<file path="config.mk">
export PLATFORM = sky130hd
export DESIGN_NAME = packet_stream_deframer
export DESIGN_NICKNAME = d
export VERILOG_FILES = /design/src/psd_pkg.sv /design/src/psd_front.sv /design/src/psd_queue.sv /design/src/psd_back.sv /design/src/packet_stream_deframer.sv
export SDC_FILE = /design/constraint.sdc
export NUM_CORES = 1
export LEC_CHECK = 0
export ABC_AREA = 1
export BUFFER_PORTS_ARGS = -buffer_cell sky130_fd_sc_hd__buf_2
export CAP_MARGIN = 20
export CORE_MARGIN = 5
export CORE_UTILIZATION = 50
export CTS_BUF_LIST = sky130_fd_sc_hd__clkbuf_4
export DETAILED_ROUTE_END_ITERATION = 10
export PLACE_DENSITY = 0.69
export SLEW_MARGIN = 20
export SYNTH_ARGS = -nofsm -noshare
export SYNTH_HDL_FRONTEND = slang
export SYNTH_HIERARCHICAL = 1
export SYNTH_SLANG_ARGS = --single-unit
</file>
<file path="constraint.sdc">
create_clock -name clock -period 3.5 [get_ports clock]
set_input_delay 0.525 -clock clock [delete_from_list [all_inputs] [get_ports clock]]
set_output_delay 0.525 -clock clock [all_outputs]
set_load 0.005 [all_outputs]
</file>
<file path="src/psd_pkg.sv">
`default_nettype none

package psd_pkg;

   // Register indexes of the configuration port.
   localparam logic [1:0] CSR_SYNC_FIRST  = 2'd0;
   localparam logic [1:0] CSR_SYNC_SECOND = 2'd1;
   localparam logic [1:0] CSR_MAX_LENGTH  = 2'd2;
   localparam logic [1:0] CSR_IDLE_LIMIT  = 2'd3;

   localparam logic [7:0] SYNC_FIRST_RESET  = 8'd170;
   localparam logic [7:0] SYNC_SECOND_RESET = 8'd85;
   localparam logic [7:0] MAX_LENGTH_RESET  = 8'd120;
   localparam logic [7:0] IDLE_LIMIT_RESET  = 8'd5;

   // Result kinds.
   localparam logic [1:0] KIND_DATA   = 2'd0;
   localparam logic [1:0] KIND_ACCEPT = 2'd1;
   localparam logic [1:0] KIND_REJECT = 2'd2;

   // Error codes.
   localparam logic [1:0] ERR_NONE     = 2'd0;
   localparam logic [1:0] ERR_CHECKSUM = 2'd1;
   localparam logic [1:0] ERR_LENGTH   = 2'd2;
   localparam logic [1:0] ERR_TIMEOUT  = 2'd3;

   localparam int QUEUE_DEPTH_DEFAULT = 2;

   typedef enum logic [2:0] {
      PH_HUNT,
      PH_SYNC2,
      PH_ID,
      PH_TYPE,
      PH_LEN,
      PH_DATA,
      PH_CK0,
      PH_CK1
   } phase_type;

   // A request after classification against the configuration.
   typedef struct packed {
      logic       is_tick;
      logic [7:0] data;
      logic       eq_first;
      logic       eq_second;
      logic       len_bad;
   } item_type;

   typedef struct packed {
      logic [1:0] kind;
      logic [7:0] data;
      logic [7:0] index;
      logic [7:0] id;
      logic [7:0] pkt_type;
      logic [7:0] length;
      logic [1:0] err;
      logic       last;
   } result_type;

endpackage

`default_nettype wire

</file>
<file path="src/psd_front.sv">
`default_nettype none

module psd_front (
   input  wire logic             clock,
   input  wire logic             reset,
   input  wire logic             csr_write_enable,
   input  wire logic [1:0]       csr_index,
   input  wire logic [7:0]       csr_data,
   input  wire logic             req_type,
   input  wire logic [7:0]       req_rx_byte,
   output psd_pkg::item_type     item,
   output logic [7:0]            idle_limit
);
   import psd_pkg::*;

   logic [7:0] sync_first_ff, sync_first_in;
   logic [7:0] sync_second_ff, sync_second_in;
   logic [7:0] max_length_ff, max_length_in;
   logic [7:0] idle_limit_ff, idle_limit_in;

   always_comb begin
      sync_first_in  = sync_first_ff;
      sync_second_in = sync_second_ff;
      max_length_in  = max_length_ff;
      idle_limit_in  = idle_limit_ff;
      if (csr_write_enable) begin
         case (csr_index)
            CSR_SYNC_FIRST:  sync_first_in  = csr_data;
            CSR_SYNC_SECOND: sync_second_in = csr_data;
            CSR_MAX_LENGTH:  max_length_in  = csr_data;
            CSR_IDLE_LIMIT:  idle_limit_in  = csr_data;
            default: ;
         endcase
      end
   end

   always_ff @(posedge clock) begin
      if (reset) begin
         sync_first_ff  <= SYNC_FIRST_RESET;
         sync_second_ff <= SYNC_SECOND_RESET;
         max_length_ff  <= MAX_LENGTH_RESET;
         idle_limit_ff  <= IDLE_LIMIT_RESET;
      end else begin
         sync_first_ff  <= sync_first_in;
         sync_second_ff <= sync_second_in;
         max_length_ff  <= max_length_in;
         idle_limit_ff  <= idle_limit_in;
      end
   end

   // The compares are done here so the back end only has to steer on flags.
   always_comb begin
      item.is_tick   = req_type;
      item.data      = req_rx_byte;
      item.eq_first  = (req_rx_byte == sync_first_ff);
      item.eq_second = (req_rx_byte == sync_second_ff);
      item.len_bad   = (req_rx_byte == 8'd0) || item.eq_first || item.eq_second ||
                       (req_rx_byte > max_length_ff);
   end

   assign idle_limit = idle_limit_ff;

endmodule

`default_nettype wire

</file>
<file path="src/psd_queue.sv">
`default_nettype none

module psd_queue #(
   parameter int DEPTH = psd_pkg::QUEUE_DEPTH_DEFAULT
) (
   input  wire logic              clock,
   input  wire logic              reset,
   input  wire logic              push,
   input  wire psd_pkg::item_type push_item,
   output logic                   full,
   input  wire logic              pop,
   output logic                   head_valid,
   output psd_pkg::item_type      head_item
);
   import psd_pkg::*;

   localparam int PW = (DEPTH > 1) ? $clog2(DEPTH) : 1;
   localparam int CW = $clog2(DEPTH + 1);

   item_type        entry_ff [DEPTH];
   logic [PW-1:0]   wr_ptr_ff, wr_ptr_in;
   logic [PW-1:0]   rd_ptr_ff, rd_ptr_in;
   logic [CW-1:0]   count_ff, count_in;
   logic            do_push;
   logic            do_pop;

   assign full       = (count_ff == CW'(DEPTH));
   assign head_valid = (count_ff != '0);
   assign head_item  = entry_ff[rd_ptr_ff];
   assign do_push    = push && !full;
   assign do_pop     = pop && head_valid;

   always_comb begin
      wr_ptr_in = wr_ptr_ff;
      rd_ptr_in = rd_ptr_ff;
      count_in  = count_ff;
      if (do_push) begin
         wr_ptr_in = (wr_ptr_ff == PW'(DEPTH - 1)) ? '0 : wr_ptr_ff + 1'b1;
      end
      if (do_pop) begin
         rd_ptr_in = (rd_ptr_ff == PW'(DEPTH - 1)) ? '0 : rd_ptr_ff + 1'b1;
      end
      if (do_push && !do_pop) begin
         count_in = count_ff + 1'b1;
      end else if (do_pop && !do_push) begin
         count_in = count_ff - 1'b1;
      end
   end

   always_ff @(posedge clock) begin
      if (reset) begin
         wr_ptr_ff <= '0;
         rd_ptr_ff <= '0;
         count_ff  <= '0;
      end else begin
         wr_ptr_ff <= wr_ptr_in;
         rd_ptr_ff <= rd_ptr_in;
         count_ff  <= count_in;
      end
   end

   always_ff @(posedge clock) begin
      if (do_push) begin
         entry_ff[wr_ptr_ff] <= push_item;
      end
   end

endmodule

`default_nettype wire

</file>
<file path="src/psd_back.sv">
`default_nettype none

module psd_back (
   input  wire logic              clock,
   input  wire logic              reset,
   input  wire logic              head_valid,
   input  wire psd_pkg::item_type head_item,
   output logic                   pop,
   input  wire logic [7:0]        idle_limit,
   output logic                   rsp_valid,
   input  wire logic              rsp_stall,
   output psd_pkg::result_type    rsp
);
   import psd_pkg::*;

   phase_type   phase_ff, phase_in;
   logic [7:0]  sum_low_ff, sum_low_in;
   logic [7:0]  sum_high_ff, sum_high_in;
   logic [7:0]  held_id_ff, held_id_in;
   logic [7:0]  held_type_ff, held_type_in;
   logic [7:0]  held_length_ff, held_length_in;
   logic [7:0]  payload_count_ff, payload_count_in;
   logic [7:0]  idle_count_ff, idle_count_in;
   logic [7:0]  first_check_ff, first_check_in;
   logic        out_valid_ff, out_valid_in;
   result_type  out_ff, out_in;

   logic [7:0]  idle_next;
   logic        timeout;
   logic [7:0]  count_next;
   logic [7:0]  sum_low_add;
   logic [7:0]  sum_high_add;
   logic        res_valid;
   result_type  res;

   // A request is consumed whenever the output register is free or being emptied.
   assign pop = head_valid && (!out_valid_ff || !rsp_stall);

   assign idle_next    = (idle_count_ff == 8'hFF) ? 8'hFF : idle_count_ff + 8'd1;
   assign timeout      = (idle_next > idle_limit);
   assign count_next   = payload_count_ff + 8'd1;
   assign sum_low_add  = sum_low_ff + head_item.data;
   assign sum_high_add = sum_high_ff + sum_low_add;

   always_comb begin
      phase_in = phase_ff;
      if (pop) begin
         if (head_item.is_tick) begin
            if (phase_ff != PH_HUNT && timeout) begin
               phase_in = PH_HUNT;
            end
         end else begin
            case (phase_ff)
               PH_HUNT:  phase_in = head_item.eq_first ? PH_SYNC2 : PH_HUNT;
               PH_SYNC2: phase_in = head_item.eq_second ? PH_ID : PH_HUNT;
               PH_ID:    phase_in = PH_TYPE;
               PH_TYPE:  phase_in = PH_LEN;
               PH_LEN:   phase_in = head_item.len_bad ? PH_HUNT : PH_DATA;
               PH_DATA:  phase_in = (count_next >= held_length_ff) ? PH_CK0 : PH_DATA;
               PH_CK0:   phase_in = PH_CK1;
               PH_CK1:   phase_in = PH_HUNT;
               default:  phase_in = PH_HUNT;
            endcase
         end
      end
   end

   always_comb begin
      sum_low_in       = sum_low_ff;
      sum_high_in      = sum_high_ff;
      held_id_in       = held_id_ff;
      held_type_in     = held_type_ff;
      held_length_in   = held_length_ff;
      payload_count_in = payload_count_ff;
      idle_count_in    = idle_count_ff;
      first_check_in   = first_check_ff;
      res_valid        = 1'b0;
      res.kind         = KIND_REJECT;
      res.data         = 8'd0;
      res.index        = 8'd0;
      res.id           = held_id_ff;
      res.pkt_type     = held_type_ff;
      res.length       = held_length_ff;
      res.err          = ERR_NONE;
      res.last         = 1'b1;
      if (pop) begin
         if (head_item.is_tick) begin
            if (phase_ff != PH_HUNT) begin
               idle_count_in = idle_next;
               if (timeout) begin
                  idle_count_in = 8'd0;
                  // Losing the line before the second sync byte is silent.
                  res_valid     = (phase_ff != PH_SYNC2);
                  res.err       = ERR_TIMEOUT;
               end
            end
         end else begin
            idle_count_in = 8'd0;
            case (phase_ff)
               PH_HUNT: begin
                  if (head_item.eq_first) begin
                     sum_low_in       = 8'd0;
                     sum_high_in      = 8'd0;
                     held_id_in       = 8'd0;
                     held_type_in     = 8'd0;
                     held_length_in   = 8'd0;
                     payload_count_in = 8'd0;
                     first_check_in   = 8'd0;
                  end
               end
               PH_SYNC2: ;
               PH_ID: begin
                  held_id_in  = head_item.data;
                  sum_low_in  = sum_low_add;
                  sum_high_in = sum_high_add;
               end
               PH_TYPE: begin
                  held_type_in = head_item.data;
                  sum_low_in   = sum_low_add;
                  sum_high_in  = sum_high_add;
               end
               PH_LEN: begin
                  held_length_in   = head_item.data;
                  payload_count_in = 8'd0;
                  res.length       = head_item.data;
                  res_valid        = head_item.len_bad;
                  res.err          = ERR_LENGTH;
               end
               PH_DATA: begin
                  sum_low_in       = sum_low_add;
                  sum_high_in      = sum_high_add;
                  payload_count_in = count_next;
                  res_valid        = 1'b1;
                  res.kind         = KIND_DATA;
                  res.data         = head_item.data;
                  res.index        = payload_count_ff;
                  res.last         = 1'b0;
               end
               PH_CK0: begin
                  first_check_in = head_item.data;
               end
               PH_CK1: begin
                  res_valid = 1'b1;
                  if ((first_check_ff == sum_low_ff) && (head_item.data == sum_high_ff)) begin
                     res.kind = KIND_ACCEPT;
                  end else begin
                     res.err = ERR_CHECKSUM;
                  end
               end
               default: ;
            endcase
         end
      end
   end

   always_comb begin
      out_in       = out_ff;
      out_valid_in = out_valid_ff && rsp_stall;
      if (pop && res_valid) begin
         out_in       = res;
         out_valid_in = 1'b1;
      end
   end

   always_ff @(posedge clock) begin
      if (reset) begin
         phase_ff         <= PH_HUNT;
         sum_low_ff       <= 8'd0;
         sum_high_ff      <= 8'd0;
         held_id_ff       <= 8'd0;
         held_type_ff     <= 8'd0;
         held_length_ff   <= 8'd0;
         payload_count_ff <= 8'd0;
         idle_count_ff    <= 8'd0;
         first_check_ff   <= 8'd0;
         out_valid_ff     <= 1'b0;
      end else begin
         phase_ff         <= phase_in;
         sum_low_ff       <= sum_low_in;
         sum_high_ff      <= sum_high_in;
         held_id_ff       <= held_id_in;
         held_type_ff     <= held_type_in;
         held_length_ff   <= held_length_in;
         payload_count_ff <= payload_count_in;
         idle_count_ff    <= idle_count_in;
         first_check_ff   <= first_check_in;
         out_valid_ff     <= out_valid_in;
      end
   end

   always_ff @(posedge clock) begin
      out_ff <= out_in;
   end

   assign rsp_valid = out_valid_ff;
   assign rsp       = out_ff;

   a_data_within_length: assert property (@(posedge clock) disable iff (reset)
      phase_ff == PH_DATA |-> payload_count_ff < held_length_ff)
      else $error("payload count reached the length while still in the data phase");

   a_last_marks_end: assert property (@(posedge clock) disable iff (reset)
      out_valid_ff |-> (out_ff.last == (out_ff.kind != KIND_DATA)))
      else $error("last flag does not match the result kind");

   a_error_only_on_reject: assert property (@(posedge clock) disable iff (reset)
      out_valid_ff && out_ff.err != ERR_NONE |-> out_ff.kind == KIND_REJECT)
      else $error("error code on a result that is not a reject");

   a_good_length_opens_data: assert property (@(posedge clock) disable iff (reset)
      pop && !head_item.is_tick && phase_ff == PH_LEN && !head_item.len_bad
      |=> phase_ff == PH_DATA)
      else $error("valid length did not open the payload");

   a_stalled_result_kept: assert property (@(posedge clock) disable iff (reset)
      out_valid_ff && rsp_stall |=> out_valid_ff && $stable(out_ff))
      else $error("stalled result was lost or overwritten");

endmodule

`default_nettype wire

</file>
<file path="src/packet_stream_deframer.sv">
`default_nettype none

// Packet stream deframer.
// The request channel carries one received byte (req_type low) or one
// millisecond idle tick (req_type high) per request. The deframer hunts for
// the two sync bytes, then reads id, type, length, payload and two check
// bytes. Every payload byte is passed on as a data result; each packet ends
// with one accept or reject result carrying last, the held header bytes and
// an error code (checksum, bad length or idle timeout).
// Configuration is written over the csr_ port with the block idle; the user
// must keep to this, as the block itself does not enforce it. Throughput is
// one request per cycle while req_stall is low. A request passes a queue of
// QUEUE_DEPTH entries (two by default) behind the classifier; once nothing
// waits ahead of it, its result is registered in the output register on rsp_.
// When rsp_stall holds a result, the back end stops taking from the queue,
// the queue fills, and req_stall rises once it is full.
// Reset returns the configuration to its defaults, empties the queue and the
// output register and puts the deframer back to hunting for a sync byte.
module packet_stream_deframer #(
   parameter int QUEUE_DEPTH = psd_pkg::QUEUE_DEPTH_DEFAULT
) (
   input  wire logic        clock,
   input  wire logic        reset,
   input  wire logic        csr_write_enable,
   input  wire logic [1:0]  csr_index,
   input  wire logic [7:0]  csr_data,
   input  wire logic        req_valid,
   output logic             req_stall,
   input  wire logic        req_type,
   input  wire logic [7:0]  req_rx_byte,
   output logic             rsp_valid,
   input  wire logic        rsp_stall,
   output logic [1:0]       rsp_result_kind,
   output logic [7:0]       rsp_data_byte,
   output logic [7:0]       rsp_byte_index,
   output logic [7:0]       rsp_packet_id,
   output logic [7:0]       rsp_packet_type,
   output logic [7:0]       rsp_payload_length,
   output logic [1:0]       rsp_error_code,
   output logic             rsp_last
);
   import psd_pkg::*;

   item_type    front_item;
   item_type    head_item;
   logic [7:0]  idle_limit;
   logic        queue_full;
   logic        head_valid;
   logic        pop;
   result_type  rsp;

   psd_front u_front (
      .clock            (clock),
      .reset            (reset),
      .csr_write_enable (csr_write_enable),
      .csr_index        (csr_index),
      .csr_data         (csr_data),
      .req_type         (req_type),
      .req_rx_byte      (req_rx_byte),
      .item             (front_item),
      .idle_limit       (idle_limit)
   );

   psd_queue #(
      .DEPTH (QUEUE_DEPTH)
   ) u_queue (
      .clock      (clock),
      .reset      (reset),
      .push       (req_valid),
      .push_item  (front_item),
      .full       (queue_full),
      .pop        (pop),
      .head_valid (head_valid),
      .head_item  (head_item)
   );

   psd_back u_back (
      .clock      (clock),
      .reset      (reset),
      .head_valid (head_valid),
      .head_item  (head_item),
      .pop        (pop),
      .idle_limit (idle_limit),
      .rsp_valid  (rsp_valid),
      .rsp_stall  (rsp_stall),
      .rsp        (rsp)
   );

   assign req_stall          = queue_full;
   assign rsp_result_kind    = rsp.kind;
   assign rsp_data_byte      = rsp.data;
   assign rsp_byte_index     = rsp.index;
   assign rsp_packet_id      = rsp.id;
   assign rsp_packet_type    = rsp.pkt_type;
   assign rsp_payload_length = rsp.length;
   assign rsp_error_code     = rsp.err;
   assign rsp_last           = rsp.last;

endmodule

`default_nettype wire
</file>
# [Word-level counts from Yosys, hierarchy flattened]
# Memory sizes are Yosys's and may differ from the RTL's. A register that Yosys moved wholly into a read port is not among the register bits.
# Cells that the tools add are included.
[word_totals] regBits=149 latch_bits=0 ramBits=24 mem_bits_ro=0 input_bits=24 out_inout_bits=47 wordCells=151 memories=1
[op_classes] addsub=8 mul=0 div_mod_pow=0 magnitude_cmp=3 eq_ne=20 shift=0 n_mux=45 n_bitwise=3 n_reduce_logical=46
[memory_table] name="u_queue.entry_ff" words=2 width=12 read_ports=1 rd_ports_with_merged_regs=1 write_ports=1 line_no="psd_queue.sv:20" source="item_type entry_ff [DEPTH];"
[op_table] cell="$pmux W8 S2" count=6
[op_table] cell="$mux W8" count=7
[op_table] cell="$eq A8 B8 Y1" count=4
[op_table] cell="$pmux W3 S8" count=1
[op_table] cell="$pmux W8 S3" count=1
[op_table] cell="$reduce_and A4 Y1" count=6
[op_table] cell="$add A8 B1 Y8 const B" count=2
[op_table] cell="$add A8 B8 Y8" count=2
[op_table] cell="$gt A8 B8 Y1" count=2
[op_table] cell="$mux W2" count=8
[op_table] cell="$mux W1" count=15
[op_table] cell="$reduce_bool A2 Y1" count=7
[op_table] cell="$eq A3 B3 Y1 const B" count=4
[op_table] cell="$reduce_and A2 Y1" count=6
[op_table] cell="$mux W11" count=1
[op_table] cell="$logic_and A1 B1 Y1" count=9
[op_table] cell="$mux W3" count=3
[op_table] cell="$eq A8 B8 Y1 const B" count=1
[op_table] cell="$ge A8 B8 Y1" count=1
[op_table] cell="$logic_not A8 Y1" count=1
[op_table] cell="$pmux W2 S2" count=2
[op_table] cell="$eq A2 B2 Y1 const B" count=3
[op_table] cell="$eq A3 B2 Y1 const B" count=2
[op_table] cell="$ne A2 B1 Y1 const B" count=3
[op_table] cell="other kinds (15)" count=28

# [Depth between registers and ports, before layout]
# Gate-level depths: netlist of run 1.
[depth] word_depth=9 depth_mapped=20

# [By module]
# Netlist of run 1, hierarchy kept.
[by_module_without_submodules] mod="psd_back" n_inst=1 cells_each=688 area_each_um2=5651.7 seq_area_each_um2=2712.6
[by_module_without_submodules] mod="psd_front" n_inst=1 cells_each=241 area_each_um2=1666.6 seq_area_each_um2=640.6
[by_module_without_submodules] mod="psd_queue" n_inst=1 cells_each=74 area_each_um2=1153.6 seq_area_each_um2=820.8

# [Least setup slack after synthesis of run 1]
# OpenSTA, ideal clock, no wires.
[synth_path] path_kind="reg-to-reg" startpoint="register u_back.idle_count_ff[0]" endpoint="register u_back.out_ff (netlist bit u_back/rsp[0]), enable pin" setup_ns=0.403 t_arrival_ns=2.825 required_time_ns=3.097 path_slack_ns=0.272 stages_incl_launch_ff=14 path_buffers=0 period_less_slack_ns=3.228 path_cell_list="dfxtp_1 ha_1 nand2_1 nor2_1 nand2_1 nor2_1 or2_2 ha_1 a21oi_1 o21ai_0 nand2_1 nand3_1 nand4_1 nand2_1"
[synth_via] elab_chain_cells=8 elab_cells_between_ends=9 cone_classes="1 x add/sub; 1 x order compare; 1 x eq/ne; 5 x mux; 1 x reduce/logical"
[synth_rtl] element="from (decl)" line_no="psd_back.sv:23" source="logic [7:0] idle_count_ff, idle_count_in;"
[synth_rtl] element="from (signal assigned)" line_no="psd_back.sv:185" source="idle_count_ff <= idle_count_in;"
[synth_rtl] element="$add A8 B1 Y8 / $eq A8 B8 Y1 (equally long branches)" line_no="psd_back.sv:39" source="assign idle_next = (idle_count_ff == 8'hFF) ? 8'hFF : idle_count_ff + 8'd1;"
[synth_rtl] element="$mux W8 *" line_no="psd_back.sv:39"
[synth_rtl] element="$gt A8 B8 Y1 *" line_no="psd_back.sv:40" source="assign timeout = (idle_next > idle_limit);"
[synth_rtl] element="$mux W1 *" line_no="psd_back.sv:90" source="if (timeout) begin"
[synth_rtl] element="$mux W1 *" line_no="psd_back.sv:88" source="if (phase_ff != PH_HUNT) begin"
[synth_rtl] element="$mux W1 *" line_no="psd_back.sv:87" source="if (head_item.is_tick) begin"
[synth_rtl] element="$mux W1 *" line_no="psd_back.sv:86" source="if (pop) begin"
[synth_rtl] element="$logic_and A1 B1 Y1 *" line_no="psd_back.sv:159" source="if (pop && res_valid) begin"
[synth_rtl] element="to (signal assigned)" line_no="psd_back.sv:192" source="out_ff <= out_in;"
[synth_rtl] element="to (decl)" line_no="psd_back.sv:26" source="result_type out_ff, out_in;"
# Mark *: on every way between the ends. The rest lies on a longest branch, timed or not.
# A chain may end at the register's enable or synchronous reset.

==> results of run 1 <==
[routing by layer]
layer  part of all wire, %  vias to the layer above  GRT usage, %
li1                      -                     3418             -
met1                    47                     3040         24.76
met2                    47                      167         30.52
met3                   5.0                       18         3.579
met4                   1.4                        0         5.864
met5                     0                        -             0
[cell type report]
cell class / instances / area (um^2) / area share, %
Antenna cell: 1 / 2.502 / 0.02699
Clock buffer: 17 / 127.6 / 1.376
Clock inverter: 15 / 152.6 / 1.646
Inverter: 128 / 480.5 / 5.181
Multi-Input combinational cell: 674 / 3659 / 39.45
Sequential cell: 174 / 4175 / 45.03
Tap cell: 220 / 275.3 / 2.969
Timing Repair Buffer: 75 / 400.4 / 4.318
[cell usage after synthesis (all sizes together)]
master,instances
buf,16
xnor2,15
a211oi,2
dfxtp,105
and2,1
edfxtp,69
o21a,2
nand3b,2
xor2,14
mux2,12
clkbuf,11
nand2,264
a21oi,107
nand3,55
inv,128
a31o,1
o21ai,30
o21bai,1
nand4,13
nor3,9
nor2,80
a32oi,1
o22ai,1
o211ai,10
ha,41
fa,2
or2,9
a21o,2
[final timing paths]
kind | to | slack (ps) | cells past startpoint
hold reg to reg | u_back/rsp[26] | 450 | 0
setup reg to reg | u_back/sum_high_ff[7] | 360 | 19
setup / recovery | u_back/sum_high_ff[7] | 360 | 19
hold / removal | u_queue/entry_ff[0][11] | 130 | 1
[placed cells by master (no fill, tap or decap), types with 2 or more instances in the layout]
master,count
nand3_1,53
a21oi_2,2
xnor2_1,15
o211ai_1,10
nor2_1,75
dfxtp_1,104
nor3_1,9
buf_4,4
inv_1,119
a211oi_1,2
mux2_4,10
a21oi_1,104
or2_2,9
xor2_1,14
fa_1,2
clkinvlp_4,4
nor2_2,5
clkbuf_4,17
edfxtp_1,69
nand4_1,13
inv_8,4
inv_2,9
buf_2,70
nand3b_1,2
clkinv_4,2
o21ai_0,29
inv_6,3
nand2_2,7
mux2_2,2
a21o_1,2
nand2_1,257
ha_1,41
[through the flow]
stage          worst slack, ps  hold slack [ps]
3_5_place_dp             277.9            416.1
3_3_place_gp             367.1            414.8
2_1_floorplan            272.1            408.6
4_1_cts                  226.0            75.81
6_report                 358.1            132.3
5_1_grt                  69.39            80.56
[cell families after synthesis]
group	after synthesis	share of synthesized area, %
multiplexers	12	2.038
AND/OR/NAND/NOR	433	21.43
adder cells (fa/ha/maj)	43	6.528
buffers and inverters	155	7.576
AO/OA/AOI/OAI	157	10.16
flip-flops	174	49.27
XOR/XNOR	29	2.998
[power groups by stage]
stage | Combinational [mW] | Sequential [mW] | Clock [mW]
2_1_floorplan | 0.752 | 2.26 | 0
3_3_place_gp | 0.948 | 2.28 | 0
3_5_place_dp | 0.964 | 2.29 | 0
4_1_cts | 0.969 | 2.24 | 1.18
5_1_grt | 1.08 | 2.26 | 1.26
6_report | 0.964 | 2.24 | 1.14
==> results by group, run 1 <==
Worst setup path
  • Crit path kind: reg -> reg
  • CP Cell Sequence: mux2_4, ha_1, inv_1, fa_1, nand3b_1, nand2_1, nand2_1, a21oi_1, nor2_1, nand2_1, nand2_1, ha_1, a21oi_1, o21ai_0, a21oi_1, inv_1, nand3_1, nand3_1, a21oi_1
  • CP startpoint kind: register
  • Crit path max-delay family: adder cells
  • Critical Path Max Stage Delay: 450 ps
  • CP Capture Type: register
  • Slowest stage cell, crit path: dfxtp_2
  • CP Data Arrival Time: 3660 ps
  • Worst EP required: 4020 ps
  • WP buf/inv: 2
  • CP Max Fanout: 7

Timing
  • Fin. Hold Viols: 0
  • Setup TNS: 0 ps
  • Final setup fails: 0
  • Worst-Margin Slew: 1022 ps
  • Rel. slew slack: 31.59%
  • Crit share post-route: 89.77%
  • Final Max Tran Viols: 0
  • Clock skew: 19.24 ps
  • RSZ-0062 raised after global routing: no
  • Fmax achieved: 0.3183 GHz
  • Minimum clock period: 3142 ps

Pwr
  • P_sw: 1.451 mW
  • Sequential power share: 51.6%
  • PwrDens: 468.6 nW/um^2
  • Logic pwr share: 22.2%
  • Clock power share: 26.2%
  • Max IR drop VDD: 0.2325 mV
  • P_int: 2.894 mW
  • Static leakage: 3.998 nW
  • Sw frac: 33.40%
  • Final Power: 4.345 mW

Global route
  • Total gr overflow: 0
  • Vias in the first global route: 6090
  • First-pass GRT wire length: 29600 um
  • Total GRT Usage: 18.53%
  • Initial antenna violation count: 1
  • Largest net degree at the start of global routing: 53

Cells and area
  • Fraction of layout cells with a size suffix above 1: 14.50%
  • Final Instance Area: 9273 um^2
  • Syn-to-layout area delta: 9.452%
  • Number of flip-flops in the largest register: 45
  • Fillcell total: 1518
  • Fin util: 55.92%
  • Nets: 1137
  • Finished Layout Cells: 1304

Logic synthesis
  • Sequential area share after synthesis: 49.27%
  • Area contributors post-synth: dfxtp_1, edfxtp_1, nand2_1, a21oi_1, ha_1
  • Post-Syn Instances: 1003
  • Share of the synthesized area in the top cell type: 24.81%
  • Synth Cell Area: 8472 um^2
  • Syn_nets: 1070
  • Syn Area/Cell: 8.447 um^2
  • Synthesized flop and latch total: 174
  • Area leader, netlist: dfxtp_1
  • Netlist cell types: 40
  • Warnings, synthesis: 6

Placement
  • Buffers on Ports: 70
  • Cell Area, Placed: 8989 um^2
  • DP Cell Count: 1271
  • RePlAce Congestion: 0.8764
  • DP HPWL: 12810 um

CTS
  • CTS tree: built
  • Num CTS Buffers: 17
  • Hold buffer count at cts: 0
  • Clk buf depth: 2
  • Post-CTS Resized: 0
  • Clock latency at the later pin of the worst-skew pair: 580 ps
  • # Post-CTS Setup Buffers: 0
  • Root Buffer: clkbuf_4
  • Clk pin slew, worst setup/hold paths: 160 ps
  • Htree depth: 4
  • CTS sink count: 174

Route
  • Routed via count: 6643
  • Routed WL per cell: 13.71 um
  • First-pass DRT Iterations: 5
  • DRC errors left: 0
  • First DRT Iteration DRCs: 428
  • Final WL: 17880 um
  • Vias per cell: 5.094
  • Routed Antenna Nets: 0

Floorplan
  • Core ar.: 16580 um^2
  • Starting Density: 51.09%
  • # IOs: 71
  • Die width: 140.2 um
  • Die area: 19650 um^2
  • Site row count: 47
  • Die Height: 140.2 um

Job
  • Max-cap violations: 0

Status
  • Outcome: completed

Worst hold path
  • Hold Startpoint: req_type
  • Min-Delay Path Class: in -> reg
No activity file was read; power rests on OpenSTA's default activity.
==> inputs of run 2 (changes only) <==
- CORE_ASPECT_RATIO: default -> 2
==> results by group, run 2 (synthesis results as in run 1) <==
Status
  • Outcome: completed

Pwr
  • Final Power: 4.319 mW (-0.61%)
  • Static leakage: 4.016 nW (+0.46%)
  • Max IR drop VDD: 0.2352 mV (+1.2%)
  • Sw frac: 32.87% (-0.53 points)
  • Logic pwr share: 22.7% (+0.5 points)
  • Sequential power share: 52.0% (+0.4 points)
  • P_sw: 1.420 mW (-2.2%)
  • PwrDens: 465.8 nW/um^2 (-0.60%)
  • Clock power share: 25.3% (-0.9 points)
  • P_int: 2.899 mW (+0.18%)

Timing
  • Worst-Margin Slew: 974.4 ps (-47.97 ps)
  • Clock skew: 17.79 ps (-1.447 ps)
  • Crit share post-route: 90.54% (+0.78 points)
  • RSZ-0062 raised after global routing: no
  • Fmax achieved: 0.3156 GHz (-0.86%)
  • Final setup margin: 330.9 ps (-27.18 ps)
  • Minimum clock period: 3169 ps (+27.18 ps)
  • Final Max Tran Viols: 0 (unchanged)
  • Final setup fails: 0 (unchanged)
  • Fin. Hold Viols: 0 (unchanged)
  • Rel. slew slack: 34.80% (+3.2 points)
  • Hold_ws: 172.2 ps (+39.93 ps)
  • Setup TNS: 0 ps (unchanged)

Floorplan
  • # IOs: 71 (unchanged)
  • Die width: 102.0 um (-27%)
  • Core ar.: 16680 um^2 (+0.60%)
  • Die area: 19800 um^2 (+0.80%)
  • Starting Density: 50.78% (-0.30 points)
  • Site row count: 67 (+43%)
  • Die Height: 194.1 um (+38%)

Cells and area
  • Syn-to-layout area delta: 9.437% (about the same)
  • Nets: 1140 (+0.26%)
  • Fraction of layout cells with a size suffix above 1: 14.83% (+0.33 points)
  • Commonest cells after routing, fill and taps aside: nand2_1, inv_1, a21oi_1, dfxtp_1, nor2_1
  • Fillcell total: 1615 (+6.4%)
  • Number of flip-flops in the largest register: 45 (unchanged)
  • Final Instance Area: 9271 um^2 (about the same)
  • Most common cell after layout, fill and taps aside: nand2_1

CTS
  • Htree depth: 4 (unchanged)
  • CTS sink count: 174 (unchanged)
  • Clk pin slew, worst setup/hold paths: 150 ps (about the same)
  • Clock latency at the later pin of the worst-skew pair: 550 ps (-30 ps)
  • CTS tree: built
  • Clk buf depth: 2 (unchanged)
  • Hold buffer count at cts: 0 (unchanged)
  • Post-CTS Resized: 0 (unchanged)
  • Root Buffer: clkbuf_4
  • # Post-CTS Setup Buffers: 0 (unchanged)
  • Num CTS Buffers: 17 (unchanged)

Worst setup path
  • CP Data Arrival Time: 3650 ps (about the same)
  • Worst EP required: 3980 ps (-40 ps)
  • CP Capture Type: register
  • Crit path kind: reg -> reg
  • CP startpoint kind: register
  • CP Max Fanout: 7 (unchanged)

Global route
  • First-pass GRT wire length: 30460 um (+2.9%)
  • Vias in the first global route: 6573 (+7.9%)
  • Largest net degree at the start of global routing: 46 (-13%)
  • Initial antenna violation count: 1 (unchanged)
  • Total GRT Usage: 19.51% (+0.98 points)
  • Total gr overflow: 0 (unchanged)

Route
  • Final WL: 18620 um (+4.1%)
  • Routed Antenna Nets: 0 (unchanged)
  • Routed WL per cell: 14.39 um (+4.9%)
  • First DRT Iteration DRCs: 274 (-36%)
  • First-pass DRT Iterations: 5 (unchanged)
  • Vias per cell: 5.159 (+1.3%)
  • DRC errors left: 0 (unchanged)
  • Routed via count: 6676 (+0.50%)

Placement
  • RePlAce Congestion: 0.9433 (+7.6%)
  • Buffers on Ports: 70 (unchanged)
  • Worst slack, placed: 264.1 ps (-13.88 ps)
  • DP HPWL: 14360 um (+12%)
  • Cell Area, Placed: 8995 um^2 (about the same)

Job
  • Max-cap violations: 0 (unchanged)

Worst hold path
  • Min-Delay Path Class: in -> reg
-- run 2: changes by cell type in the layout (fill, tap and decap cells not counted), sizes merged --
cell | before | now
buf | 75 | 78
clkbuf | 17 | 18
clkinv | 3 | 6
clkinvlp | 4 | 2
inv | 135 | 133
-- run 2: worst max-delay path, cell delays in order (launching register included) --
cell	delay [ps]
dfxtp_2	450
mux2_4	230
ha_1	190
inv_1	60
fa_1	400
nand3b_1	170
nand2_1	100
nand2_1	50
a21oi_1	160
nor2_1	60
nand2_1	50
nand2_1	70
ha_1	320
a21oi_1	160
o21ai_0	90
a21oi_1	170
inv_1	60
nand3_1	80
nand3_1	80
a21oi_1	140
-- run 2: final timing paths --
kind	startpoint	end	slack (ps)	cells past startpoint
worst max register to register	register	u_back/sum_high_ff[7]	330	19
worst max-delay path	register	u_back/sum_high_ff[7]	330	19
worst min-delay path	req_type	u_queue/entry_ff[0][11]	170	1
worst min register to register	u_back/held_type_ff[2]	u_back/rsp[13]	440	0
-- run 2: area by class of cell --
type | instances | area (um^2) | area share, %
Tap cell | 207 | 259.0 | 2.794
Clock buffer | 18 | 135.1 | 1.457
Inverter | 128 | 480.5 | 5.182
Multi-Input combinational cell | 674 | 3661 | 39.49
Sequential cell | 174 | 4175 | 45.03
Timing Repair Buffer | 78 | 422.9 | 4.561
Clock inverter | 14 | 135.1 | 1.457
Antenna cell | 1 | 2.502 | 0.02699
-- run 2: power groups by stage --
stage,Sequential (mW),Clock (mW),Combinational [mW]
5_1_grt,2.25,1.22,1.10
2_1_floorplan,2.26,0,0.752
3_3_place_gp,2.29,0,0.972
4_1_cts,2.24,1.14,0.990
6_report,2.24,1.09,0.981
3_5_place_dp,2.29,0,0.985
-- run 2: per-stage QoR --
| stage | utilization, % | cells |
|---|---|---|
| 6_report | 55.58 | 1294 |
| 5_1_grt | 55.58 | 1294 |
| 4_1_cts | 55.54 | 1293 |
| 3_5_place_dp | 53.92 | 1261 |
| 3_3_place_gp | 53.92 | 1261 |
| 2_1_floorplan | - | 1003 |
-- run 2: layer usage --
| metal | routed length [um] | vias to the layer above | GRT usage (%) |
|---|---|---|---|
| li1 | - | 3422 | - |
| met1 | 6622 | 3036 | 18.64 |
| met2 | 10480 | 163 | 37.68 |
| met3 | 702 | 55 | 3.313 |
| met4 | 819 | 0 | 10.17 |
| met5 | 0 | - | 0 |
==> inputs of run 3 (changes only) <==
- CTS_BUF_LIST: sky130_fd_sc_hd__clkbuf_4 -> sky130_fd_sc_hd__clkbuf_16
- SETUP_SLACK_MARGIN: default -> 0.4
==> results by group, run 3 (synthesis results as in run 1) <==
Timing
  • Minimum clock period: 2948 ps (-221.4 ps)
  • Fin. Hold Viols: 0 (unchanged)
  • Crit share post-route: 84.22% (-6.3 points)
  • Worst-Margin Slew: 964.3 ps (-10.07 ps)
  • RSZ-0062 raised after global routing: no
  • Final Max Tran Viols: 0 (unchanged)
  • Clock skew: 12.53 ps (-5.263 ps)
  • Fmax achieved: 0.3393 GHz (+7.5%)
  • Setup TNS: 0 ps (unchanged)
  • Final setup fails: 0 (unchanged)
  • Rel. slew slack: 35.47% (+0.67 points)

Worst setup path
  • Crit. path cell count: 11 (-8)
  • Reg2reg end: u_back/sum_high_ff[4]
  • Register-to-register path setup slack: 550 ps (+220 ps)
  • WP buf/inv: 0 (-2)
  • Worst reg-to-reg path cell count: 11 (-8)
  • Worst EP required: 3780 ps (-200 ps)
  • CP startpoint kind: register
  • Slowest stage cell, crit path: dfxtp_4
  • CP Capture Type: register
  • CP Cell Sequence: mux2_4, ha_4, or2_2, and2_1, xor2_1, ha_1, a21o_1, a31o_2, or2_2, nand3_1, a21oi_1
  • CP Data Arrival Time: 3220 ps (-430 ps)
  • Crit path capture: u_back/sum_high_ff[4]
  • Crit path max-delay family: simple AND/OR/NAND/NOR gates
  • Crit path kind: reg -> reg
  • CP dominant cell by count: or2_2
  • CP Max Fanout: 7 (unchanged)
  • Critical Path Max Stage Delay: 390 ps (-60 ps)

Status
  • Outcome: completed

Cells and area
  • # diodes: 0 (-1)
  • Area of the multi-input gates: 3721 um^2 (+1.6%)
  • Commonest cells after routing, fill and taps aside: nand2_1, inv_1, dfxtp_1
  • Sequential Area: 4179 um^2 (about the same)
  • Nets: 1145 (+0.44%)
  • Syn-to-layout area delta: 14.53%
  • Number of flip-flops in the largest register: 45 (unchanged)
  • Fillcell total: 1504 (-6.9%)
  • Finished Layout Cells: 1298 (+0.31%)
  • Fin util: 58.16% (+2.6 points)
  • Fraction of layout cells with a size suffix above 1: 15.95% (+1.1 points)
  • Most common cell after layout, fill and taps aside: nand2_1

CTS
  • Clk buf depth: 2 (unchanged)
  • CTS tree: built
  • Htree depth: 4 (unchanged)
  • Root Buffer: clkbuf_16
  • Clk pin slew, worst setup/hold paths: 70 ps (-80 ps)
  • Num CTS Buffers: 17 (unchanged)
  • Clock latency at the later pin of the worst-skew pair: 430 ps (-120 ps)
  • CTS sink count: 174 (unchanged)

Route
  • Routed WL per cell: 14.86 um (+3.3%)
  • Final WL: 19290 um (+3.6%)
  • Routed via count: 6775 (+1.5%)
  • First DRT Iteration DRCs: 275 (+0.36%)
  • DRC errors left: 0 (unchanged)
  • First-pass DRT Iterations: 5 (unchanged)
  • Vias per cell: 5.220 (+1.2%)
  • Routed Antenna Nets: 0 (unchanged)

Pwr
  • PwrDens: 530.2 nW/um^2 (+14%)
  • Max IR drop VDD: 0.3716 mV (+58%)
  • Final Power: 5.144 mW (+19%)
  • Static leakage: 4.185 nW (+4.2%)

Floorplan
  • Starting Density: 50.78% (unchanged)
  • Die area: 19800 um^2 (unchanged)
  • Core ar.: 16680 um^2 (unchanged)
  • # IOs: 71 (unchanged)
  • Die width: 102.0 um (unchanged)
  • Die Height: 194.1 um (unchanged)
  • Site row count: 67 (unchanged)

Global route
  • Total GRT Usage: 20.15% (+0.64 points)
  • Initial antenna violation count: 0 (-1)
  • Vias in the first global route: 6631 (+0.88%)
  • Total gr overflow: 0 (unchanged)
  • Largest net degree at the start of global routing: 77 (+67%)
  • First-pass GRT wire length: 31390 um (+3.1%)

Job
  • Max-cap violations: 0 (unchanged)

Placement
  • RePlAce Congestion: 0.8605 (-8.8%)
  • DP Cell Count: 1259 (-0.16%)
  • DP HPWL: 14190 um (-1.1%)
  • Buffers on Ports: 70 (unchanged)

Worst hold path
  • Min-Delay Path Class: in -> reg
  • Hold depth: 1 (unchanged)
==> run 3: cell types whose count changed in the layout (fill, tap and decap cells not counted), sizes merged <==
cell / change
inv: +1
clkinvlp: +1
bufinv: +1
diode: -1
clkinv: -2
buf: +4
==> run 3: area by class of cell <==
type	instances	share of cell area [%]
Clock inverter	15	1.522
Tap cell	207	2.669
Multi-Input combinational cell	674	38.35
Sequential cell	174	43.07
Timing Repair Buffer	83	5.055
Clock buffer	17	4.384
Inverter	128	4.952
==> run 3: worst min-delay path by stage <==
| stage | slack [ps] | from | endpoint |
|---|---|---|---|
| after global placement | 410 | u_back/held_type_ff[4] | u_back/rsp[15] |
| after floorplan | 410 | u_back/held_type_ff[0] | u_back/rsp[11] |
| after detailed placement | 410 | u_back/held_id_ff[4] | u_back/rsp[23] |
| final | 290 | req_type | u_queue/entry_ff[0][11] |
| after global routing | 280 | req_type | u_queue/entry_ff[0][11] |
| after CTS | 280 | req_type | u_queue/entry_ff[0][11] |
==> run 3: power by group <==
part	internal, mW	total (mW)	switching, mW
Sequential	2.19	2.25	0.0537
Combinational	0.381	1.04	0.663
Clock	1.05	1.85	0.805
==> run 3: through the flow <==
stage | hold WS, ps | cell area [um^2] | setup WS [ps]
final | 292.1 | 9703 | 552.4
after CTS | 277.1 | 9570 | 425.2
after global routing | 281.8 | 9703 | 396.7
after global placement | 413.7 | 8980 | 270.8
after detailed placement | 414.7 | 8980 | 209.8
after floorplan | 408.6 | 8474 | 443.3
==> run 3: timing repair <==
action                     in CTS  in global routing
setup endpoints to repair       3                 46
gates cloned                    0                  1
hold endpoints to repair        0                  0
setup buffers                   0                  6
pin swaps                       0                  2
hold buffers                    0                  0
resized for setup               6                 12
==> run 3: layer usage <==
layer / share of wire [%] / track usage (%) / vias to the layer above
li1: - / - / 3427
met1: 35 / 20.27 / 3131
met2: 57 / 38.26 / 170
met3: 4.2 / 2.881 / 47
met4: 4.0 / 10.41 / 0
met5: 0 / 0 / -
